## src/hw/rtl/kcl_pkg.sv

```systemverilog
// ----------------------------------------------------------------------------
// kcl_pkg
// Types, codes and constants shared by the keypad code lock modules.
// ----------------------------------------------------------------------------
package kcl_pkg;

   localparam int CodeWidth  = 16;
   localparam int TimeWidth  = 32;
   localparam int HoldWidth  = 16;
   localparam int KeyLines   = 12;
   localparam int KeyWidth   = 4;
   localparam int CountWidth = 3;
   localparam int CsrIdxWidth = 2;

   localparam logic [CodeWidth-1:0] INITIAL_CODE_RESET = 16'h1234;
   localparam logic [HoldWidth-1:0] PASS_HOLD_RESET    = 16'd3000;
   localparam logic [HoldWidth-1:0] FAIL_HOLD_RESET    = 16'd1500;
   localparam logic [HoldWidth-1:0] SCAN_PERIOD_RESET  = 16'd100;

   localparam logic [CountWidth-1:0] DIGITS_PER_CODE = 3'd4;

   // key positions in row-major order
   localparam logic [KeyWidth-1:0] KEY_IDX_LAST_DIGIT = 4'd8;
   localparam logic [KeyWidth-1:0] KEY_IDX_STAR       = 4'd9;
   localparam logic [KeyWidth-1:0] KEY_IDX_ZERO       = 4'd10;

   localparam logic [KeyWidth-1:0] KEY_NONE = 4'd0;

   // configuration register indexes
   localparam logic [CsrIdxWidth-1:0] CSR_INITIAL_CODE = 2'd0;
   localparam logic [CsrIdxWidth-1:0] CSR_PASS_HOLD    = 2'd1;
   localparam logic [CsrIdxWidth-1:0] CSR_FAIL_HOLD    = 2'd2;
   localparam logic [CsrIdxWidth-1:0] CSR_SCAN_PERIOD  = 2'd3;

   localparam logic OP_TICK = 1'b0;
   localparam logic OP_SCAN = 1'b1;

   typedef enum logic [3:0] {
      EV_NONE         = 4'd0,
      EV_DIGIT        = 4'd1,
      EV_CHANGE_START = 4'd2,
      EV_CORRECT      = 4'd3,
      EV_WRONG        = 4'd4,
      EV_ENTER_NEW    = 4'd5,
      EV_REPEAT       = 4'd6,
      EV_CHANGED      = 4'd7,
      EV_MISMATCH     = 4'd8
   } event_type;

   typedef enum logic [3:0] {
      PH_NORMAL  = 4'b0001,
      PH_VERIFY  = 4'b0010,
      PH_NEW     = 4'b0100,
      PH_CONFIRM = 4'b1000
   } phase_type;

   typedef enum logic [2:0] {
      LED_READY = 3'b001,
      LED_PASS  = 3'b010,
      LED_FAIL  = 3'b100
   } led_type;

   typedef struct packed {
      logic                op;
      logic [KeyLines-1:0] key_lines;
   } req_type;

   typedef struct packed {
      logic [3:0]           event_res;
      logic [CountWidth-1:0] digits_held;
      logic [CodeWidth-1:0] entered_digits;
      logic [1:0]           change_phase;
      logic                 ready_led;
      logic                 pass_led;
      logic                 fail_led;
      logic                 display_clear;
   } rsp_type;

   typedef struct packed {
      logic                found;
      logic [KeyWidth-1:0] code;      // key index plus one
      logic                is_digit;
      logic                is_star;
      logic [3:0]          digit;
   } key_info_type;

   function automatic logic [1:0] phase_code(input phase_type ph);
      logic [1:0] code;
      unique case (ph)
         PH_NORMAL:  code = 2'd0;
         PH_VERIFY:  code = 2'd1;
         PH_NEW:     code = 2'd2;
         PH_CONFIRM: code = 2'd3;
         default:    code = 2'd0;
      endcase
      return code;
   endfunction

endpackage

```

## src/hw/rtl/kcl_key_decode.sv

```systemverilog
// ----------------------------------------------------------------------------
// kcl_key_decode
// Picks the first pressed key of the 4x3 matrix and classifies it.
// ----------------------------------------------------------------------------
module kcl_key_decode (
   input  logic [kcl_pkg::KeyLines-1:0] key_lines,
   output kcl_pkg::key_info_type        key_info
);
   import kcl_pkg::*;

   logic [KeyWidth-1:0] idx;
   logic                found;

   // lowest set line wins
   always_comb begin
      idx   = '0;
      found = 1'b0;
      for (int i = KeyLines - 1; i >= 0; i--) begin
         if (key_lines[i]) begin
            idx   = KeyWidth'(i);
            found = 1'b1;
         end
      end
   end

   always_comb begin
      key_info.found    = found;
      key_info.code     = found ? idx + 4'd1 : KEY_NONE;
      key_info.is_star  = found && (idx == KEY_IDX_STAR);
      key_info.is_digit = found && ((idx <= KEY_IDX_LAST_DIGIT) || (idx == KEY_IDX_ZERO));
      key_info.digit    = (idx == KEY_IDX_ZERO) ? 4'd0 : idx + 4'd1;
   end

endmodule

```

## src/hw/rtl/kcl_core.sv

```systemverilog
// ----------------------------------------------------------------------------
// kcl_core
// Lock state, configuration registers and the per-request update.
// ----------------------------------------------------------------------------
module kcl_core (
   input  logic                            clock,
   input  logic                            reset,
   input  logic                            csr_we,
   input  logic [kcl_pkg::CsrIdxWidth-1:0] csr_index,
   input  logic [kcl_pkg::CodeWidth-1:0]   csr_wdata,
   input  logic                            item_fire,
   input  kcl_pkg::req_type                item,
   output kcl_pkg::rsp_type                result
);
   import kcl_pkg::*;

   logic [TimeWidth-1:0]  time_count_ff,  time_count_in;
   logic [TimeWidth-1:0]  lock_start_ff,  lock_start_in;
   logic [HoldWidth-1:0]  lock_len_ff,    lock_len_in;
   logic [TimeWidth-1:0]  last_scan_ff,   last_scan_in;
   logic [KeyWidth-1:0]   prev_key_ff,    prev_key_in;
   logic [CountWidth-1:0] digit_count_ff, digit_count_in;
   logic [CodeWidth-1:0]  entry_ff,       entry_in;
   logic [CodeWidth-1:0]  candidate_ff,   candidate_in;
   logic [CodeWidth-1:0]  active_code_ff, active_code_in;
   phase_type             phase_ff,       phase_in;
   led_type               led_ff,         led_in;
   logic [HoldWidth-1:0]  pass_hold_ff,   pass_hold_in;
   logic [HoldWidth-1:0]  fail_hold_ff,   fail_hold_in;
   logic [HoldWidth-1:0]  scan_period_ff, scan_period_in;

   key_info_type          key_info;
   logic [TimeWidth-1:0]  lock_elapsed;
   logic [TimeWidth-1:0]  scan_elapsed;
   logic                  locked;
   logic                  do_lock;
   logic                  lock_pass;
   logic [HoldWidth-1:0]  hold;
   logic [CodeWidth-1:0]  digit_shifted;
   event_type             ev;
   logic                  clr;

   kcl_key_decode u_key_decode (
      .key_lines (item.key_lines),
      .key_info  (key_info)
   );

   assign lock_elapsed = time_count_ff - lock_start_ff;
   assign scan_elapsed = time_count_ff - last_scan_ff;
   assign locked = (lock_len_ff != '0) &&
                   (lock_elapsed < {{(TimeWidth-HoldWidth){1'b0}}, lock_len_ff});

   always_comb begin
      time_count_in  = time_count_ff;
      lock_start_in  = lock_start_ff;
      lock_len_in    = lock_len_ff;
      last_scan_in   = last_scan_ff;
      prev_key_in    = prev_key_ff;
      digit_count_in = digit_count_ff;
      entry_in       = entry_ff;
      candidate_in   = candidate_ff;
      active_code_in = active_code_ff;
      phase_in       = phase_ff;
      led_in         = led_ff;
      pass_hold_in   = pass_hold_ff;
      fail_hold_in   = fail_hold_ff;
      scan_period_in = scan_period_ff;
      ev             = EV_NONE;
      clr            = 1'b0;
      do_lock        = 1'b0;
      lock_pass      = 1'b0;
      digit_shifted  = CodeWidth'({12'd0, key_info.digit} <<
                                  {~digit_count_ff[1:0], 2'b00});

      if (item_fire) begin
         if (item.op == OP_TICK) begin
            time_count_in = time_count_ff + 32'd1;
         end else begin
            // lockout over: entry starts fresh
            if ((lock_len_ff != '0) && !locked) begin
               lock_len_in    = '0;
               digit_count_in = '0;
               entry_in       = '0;
               clr            = 1'b1;
               led_in         = LED_READY;
            end
            if (!locked &&
                (scan_elapsed > {{(TimeWidth-HoldWidth){1'b0}}, scan_period_ff})) begin
               last_scan_in = time_count_ff;
               if (key_info.found && (key_info.code != prev_key_ff)) begin
                  if (key_info.is_star && (digit_count_in == '0) &&
                      (phase_ff == PH_NORMAL)) begin
                     phase_in = PH_VERIFY;
                     ev       = EV_CHANGE_START;
                  end else if (key_info.is_digit && (digit_count_in < DIGITS_PER_CODE)) begin
                     entry_in       = entry_in | digit_shifted;
                     digit_count_in = digit_count_in + 3'd1;
                     ev             = EV_DIGIT;
                     if (digit_count_in == DIGITS_PER_CODE) begin
                        unique case (phase_ff)
                           PH_NORMAL: begin
                              do_lock   = 1'b1;
                              lock_pass = (entry_in == active_code_ff);
                              ev        = lock_pass ? EV_CORRECT : EV_WRONG;
                           end
                           PH_VERIFY: begin
                              if (entry_in == active_code_ff) begin
                                 phase_in       = PH_NEW;
                                 digit_count_in = '0;
                                 entry_in       = '0;
                                 clr            = 1'b1;
                                 ev             = EV_ENTER_NEW;
                              end else begin
                                 phase_in = PH_NORMAL;
                                 do_lock  = 1'b1;
                                 ev       = EV_WRONG;
                              end
                           end
                           PH_NEW: begin
                              candidate_in   = entry_in;
                              phase_in       = PH_CONFIRM;
                              digit_count_in = '0;
                              entry_in       = '0;
                              clr            = 1'b1;
                              ev             = EV_REPEAT;
                           end
                           PH_CONFIRM: begin
                              phase_in  = PH_NORMAL;
                              do_lock   = 1'b1;
                              lock_pass = (entry_in == candidate_ff);
                              if (lock_pass) begin
                                 active_code_in = candidate_ff;
                                 ev             = EV_CHANGED;
                              end else begin
                                 ev = EV_MISMATCH;
                              end
                           end
                           default: begin
                              phase_in = PH_NORMAL;
                           end
                        endcase
                     end
                  end
                  prev_key_in = key_info.code;
               end else if (!key_info.found) begin
                  prev_key_in = KEY_NONE;
               end
            end
         end
      end

      hold = lock_pass ? pass_hold_ff : fail_hold_ff;
      if (do_lock) begin
         lock_start_in = time_count_ff;
         lock_len_in   = (hold == '0) ? 16'd1 : hold;
         led_in        = lock_pass ? LED_PASS : LED_FAIL;
      end

      if (csr_we) begin
         unique case (csr_index)
            CSR_INITIAL_CODE: active_code_in = csr_wdata;
            CSR_PASS_HOLD:    pass_hold_in   = csr_wdata;
            CSR_FAIL_HOLD:    fail_hold_in   = csr_wdata;
            CSR_SCAN_PERIOD:  scan_period_in = csr_wdata;
            default:          active_code_in = active_code_ff;
         endcase
      end
   end

   always_comb begin
      result.event_res      = ev;
      result.digits_held    = digit_count_in;
      result.entered_digits = entry_in;
      result.change_phase   = phase_code(phase_in);
      result.ready_led      = led_in[0];
      result.pass_led       = led_in[1];
      result.fail_led       = led_in[2];
      result.display_clear  = clr;
   end

   always_ff @(posedge clock) begin
      if (reset) begin
         time_count_ff  <= '0;
         lock_start_ff  <= '0;
         lock_len_ff    <= '0;
         last_scan_ff   <= '0;
         prev_key_ff    <= KEY_NONE;
         digit_count_ff <= '0;
         entry_ff       <= '0;
         candidate_ff   <= '0;
         active_code_ff <= INITIAL_CODE_RESET;
         phase_ff       <= PH_NORMAL;
         led_ff         <= LED_READY;
         pass_hold_ff   <= PASS_HOLD_RESET;
         fail_hold_ff   <= FAIL_HOLD_RESET;
         scan_period_ff <= SCAN_PERIOD_RESET;
      end else begin
         time_count_ff  <= time_count_in;
         lock_start_ff  <= lock_start_in;
         lock_len_ff    <= lock_len_in;
         last_scan_ff   <= last_scan_in;
         prev_key_ff    <= prev_key_in;
         digit_count_ff <= digit_count_in;
         entry_ff       <= entry_in;
         candidate_ff   <= candidate_in;
         active_code_ff <= active_code_in;
         phase_ff       <= phase_in;
         led_ff         <= led_in;
         pass_hold_ff   <= pass_hold_in;
         fail_hold_ff   <= fail_hold_in;
         scan_period_ff <= scan_period_in;
      end
   end

endmodule

```

## src/hw/rtl/keypad_code_lock.sv

```systemverilog
// ----------------------------------------------------------------------------
// keypad_code_lock
// Four-digit keypad code lock with code change, LEDs and lockout timing.
// ----------------------------------------------------------------------------
// Every request (a time tick or a keypad scan) gives exactly one response.
// Requests land in an input register and are resolved combinationally by
// the lock state update into a result register, so one request per cycle is
// sustained while rsp_stall is low, and a response is offered from there.
// An empty input register accepts while a response waits on rsp_stall;
// req_stall rises only when both registers are full and the output is held.
// Configuration writes take effect at once; a write of the initial code also
// replaces the active code.
module keypad_code_lock (
   input  logic                            clock,
   input  logic                            reset,
   input  logic                            req_valid,
   output logic                            req_stall,
   input  kcl_pkg::req_type                req_item,
   output logic                            rsp_valid,
   input  logic                            rsp_stall,
   output kcl_pkg::rsp_type                rsp_item,
   input  logic                            csr_we,
   input  logic [kcl_pkg::CsrIdxWidth-1:0] csr_index,
   input  logic [kcl_pkg::CodeWidth-1:0]   csr_wdata
);
   import kcl_pkg::*;

   logic    req_valid_ff, req_valid_in;
   req_type req_item_ff,  req_item_in;
   logic    rsp_valid_ff, rsp_valid_in;
   rsp_type rsp_item_ff,  rsp_item_in;
   rsp_type result;
   logic    advance;

   // request moves to the result register when that one is free or draining
   assign advance   = req_valid_ff && (!rsp_valid_ff || !rsp_stall);
   assign req_stall = req_valid_ff && !advance;

   kcl_core u_core (
      .clock     (clock),
      .reset     (reset),
      .csr_we    (csr_we),
      .csr_index (csr_index),
      .csr_wdata (csr_wdata),
      .item_fire (advance),
      .item      (req_item_ff),
      .result    (result)
   );

   always_comb begin
      req_valid_in = req_valid_ff;
      req_item_in  = req_item_ff;
      if (!req_stall) begin
         req_valid_in = req_valid;
         req_item_in  = req_item;
      end
      rsp_valid_in = rsp_valid_ff;
      rsp_item_in  = rsp_item_ff;
      if (advance) begin
         rsp_valid_in = 1'b1;
         rsp_item_in  = result;
      end else if (!rsp_stall) begin
         rsp_valid_in = 1'b0;
      end
   end

   always_ff @(posedge clock) begin
      if (reset) begin
         req_valid_ff <= 1'b0;
         rsp_valid_ff <= 1'b0;
      end else begin
         req_valid_ff <= req_valid_in;
         rsp_valid_ff <= rsp_valid_in;
      end
      req_item_ff <= req_item_in;
      rsp_item_ff <= rsp_item_in;
   end

   assign rsp_valid = rsp_valid_ff;
   assign rsp_item  = rsp_item_ff;

endmodule
```

## config.mk

```make
export PLATFORM = sky130hd
export DESIGN_NAME = keypad_code_lock
export DESIGN_NICKNAME = d
export VERILOG_FILES = /design/src/hw/rtl/kcl_pkg.sv /design/src/hw/rtl/kcl_key_decode.sv /design/src/hw/rtl/kcl_core.sv /design/src/hw/rtl/keypad_code_lock.sv
export SDC_FILE = /design/constraint.sdc
export NUM_CORES = 1
export LEC_CHECK = 0
export ABC_AREA = 1
export BUFFER_PORTS_ARGS = -buffer_cell sky130_fd_sc_hd__clkbuf_2
export CORE_MARGIN = 2
export CORE_UTILIZATION = 50
export CTS_BUF_LIST = sky130_fd_sc_hd__clkbuf_4
export CTS_CLUSTER_SIZE = 12
export DETAILED_ROUTE_END_ITERATION = 8
export GPL_TIMING_DRIVEN = 1
export PLACE_DENSITY_LB_ADDON = 0.15
export SLEW_MARGIN = 20
export SYNTH_ARGS = -nofsm -noshare
export SYNTH_HDL_FRONTEND = slang
export SYNTH_SLANG_ARGS = --single-unit
```

## constraint.sdc

```tcl
create_clock -name clock -period 7.4 [get_ports clock]
set_input_delay 0.74 -clock clock [delete_from_list [all_inputs] [get_ports clock]]
set_output_delay 0.74 -clock clock [all_outputs]
set_load 0.01 [all_outputs]
```

==> results.md <==
* Top cell type's share of synthesized area at 0.265
* Final Non-Filler Cells at 3120
* Min Clock Period, post-route at 6.59 ns
* Hold Path Stages at 1
* Worst-Margin Slew at 1.01 ns
* Syn_nets at 2667
* Reg area at 5750 µm²
* Max-cap viol count at 0
* Core area at 33400 µm²
* Fmax at 152 MHz
* Worst-path fanout max at 21
* Post-synthesis sequential area ratio at 0.339
* Final core utilization at 0.556
* CTS tree: yes
* Vias in the first global route at 16300
* RSZ-0062 raised after global routing: false
* RR Endpoint: u_core.lock_len_ff[0]
* Die Width at 188 µm
* Syn Area/Cell at 6.70 µm²
* Post-synthesis register bit count at 266
* Htree depth at 3
* Worst min-delay path endpoint: req_item_ff[1]
* Top_reg_cell synth: dfxtp_1
* Synth area leader: dfxtp_1
* Hold Crit Class: input port to register
* Layout filler cell count at 3408
* Slew Limit Fails at 0
* Crit Reg-Reg Startpoint: u_core.time_count_ff[0]
* Dpl cell area at 17600 µm²
* R2R cell count at 44
* Cells after Synth at 2528
* Final instance area at 18600 µm²
* Vias at 16900
* Share of synthesized flip-flops with an asynchronous set or reset at 0
* Cell variety after synth at 60
* Clock Path Buffers at 3
* Routed Wire Length at 53000 µm
* WP depth at 44
* Die Span Y at 188 µm
* Worst Path Class, Setup: register to register
* Mapped Area at 16900 µm²
* Result of the run: complete, no violations
* DP HPWL at 41100 µm
* GRT Overall Usage at 0.302
* Cell row count at 67
* Most common cell after layout, fill and taps aside: nand2_1
* Initial antenna violation count at 2
* Worst path required time at 8.06 ns
* Nets at 2753
* I/O Buffers at 66
* Placed Cells at 2984
* Critical path launch point: u_core.time_count_ff[0]
* Critical path startpoint category: register
* Final Power at 3.42 mW
* Residual DRC at 0
* Worst setup margin at 0.806 ns
* PD cells at 184 nW/µm²
* Maximum VDD drop at 0.145 mV
* Die ar. at 35400 µm²
* R2R setup slack at 0.81 ns
* Final worst-path cycle share at 0.891
* Routed Antenna Nets at 0
* Root Buffer: clkbuf_4
* Number of buffers created by CTS at 76
* 1st-iter DRT viols at 1246
* Final Setup Violations at 0
* Worst hold start: req_item[1]
* Clk Latency, worst-skew pair at 0.77 ns
* Clk_skew at 0.0509 ns
* Largest net degree at the start of global routing at 106
* P_leak at 8.96 nW
* # IOs at 67
* Buf/Inv on CP at 6
* Setup TNS at 0 ns
* Share of cells above drive strength 1 at 0.101
* Pre-CTS setup slack at 0.708 ns
* Post-synth EDFFs at 42
* Most frequent cells in the layout: 648 x nand2_1, 357 x inv_1, 268 x a21oi_1
* CTS sink cnt at 266
* Crit. End Element: register
* CP peak stage delay at 0.51 ns
* Initial Util at 0.506
* Top post-synthesis cells by area: dfxtp_1 26%, nand2_1 14%, inv_1 7.9%
* Initial DRT Pass Iterations at 5
* Critical path's slowest cell: nor3_4
* Worst EP arrival at 7.25 ns
* Slew HR at 0.325
* First-pass GRT wire length at 84500 µm
* Remaining global-route overflow at 0
* Delay-heaviest family, CP: simple AND/OR/NAND/NOR gates
* Final hold viol count at 0
* CTS Hold Bufs at 0
* Clock slew at reported path FFs at 0.06 ns
* Via/cell ratio at 5.41
* WL/cell at 17.0 µm
* Crit path top cell by count: nand2_1
* Area grow syn2layout at 9.80%
* Hold_ws at 0.179 ns
* Syn. warnings at 0
* Multi-input gate area at 9490 µm²
* Placer Congestion at 0.991
logic make-up after synthesis:
kind of cell | count (synthesis) | synth area share
xor+xnor | 46 | 0.0238
buf+inv | 442 | 0.101
compound gates | 538 | 0.170
simple gates | 1133 | 0.289
fa+ha+maj | 103 | 0.0770
flops | 266 | 0.339
power breakdown:
group	internal [mW]	total, mW	switching (mW)
clock network	0.749	1.41	0.661
logic	0.162	0.479	0.317
registers	1.51	1.53	0.0237
total	2.42	3.42	1.00
Yosys cell counts (all sizes together), types with 2 or more instances:
master / number
buf: 17
nor3: 44
edfxtp: 42
a21o: 7
or2: 2
dfxtp: 224
clkinv: 2
nand3: 145
and2: 3
xor2: 25
xnor2: 21
fa: 2
o21bai: 6
nand3b: 6
nand4: 43
nor2: 194
o211ai: 14
nor4: 15
clkbuf: 53
a21oi: 270
o21a: 8
nand2: 675
o31ai: 3
nor3b: 2
a31oi: 7
ha: 101
and3: 2
o311ai: 2
a211oi: 7
o21ai: 202
inv: 370
o221ai: 3
state kept, by name (all words and copies together) (netlist names), 16 cells and up:
signal	cells
u_core.lock_start_ff	32
u_core.scan_period_ff	16
u_core.entry_ff	16
u_core.time_count_ff	32
u_core.pass_hold_ff	16
u_core.fail_hold_ff	16
u_core.lock_len_ff	16
u_core.last_scan_ff	32
u_core.active_code_ff	16
rsp_item	29
u_core.candidate_ff	16
worst max-delay path by stage:
stage                                end
2_1_floorplan  u_core.active_code_ff[10]
3_3_place_gp     u_core.candidate_ff[11]
3_5_place_dp      u_core.candidate_ff[8]
4_1_cts           u_core.candidate_ff[4]
5_1_grt            u_core.lock_len_ff[0]
6_report           u_core.lock_len_ff[0]
final cells by class:
class	instances	area share
Multi-Input combinational cell	1820	0.510
Antenna cell	1	0.000135
Clock buffer	116	0.0468
Clock inverter	19	0.00579
Timing Repair Buffer	78	0.0226
Sequential cell	266	0.309
Tap cell	448	0.0301
Inverter	372	0.0751
repair_timing:
action / in CTS / in global routing
gates resized for setup: 0 / 1
buffers inserted: 0 / 0
setup endpoints to repair: 0 / 5
per-layer routing:
metal | global-route usage | vias up | part of all wire
met2 | 0.481 | 530 | 0.44
met4 | 0.124 | 0 | 0.034
met1 | 0.401 | 7716 | 0.46
met5 | 0 | - | 0
li1 | - | 8526 | -
met3 | 0.0601 | 116 | 0.068
No activity file was read; power rests on OpenSTA's default activity.
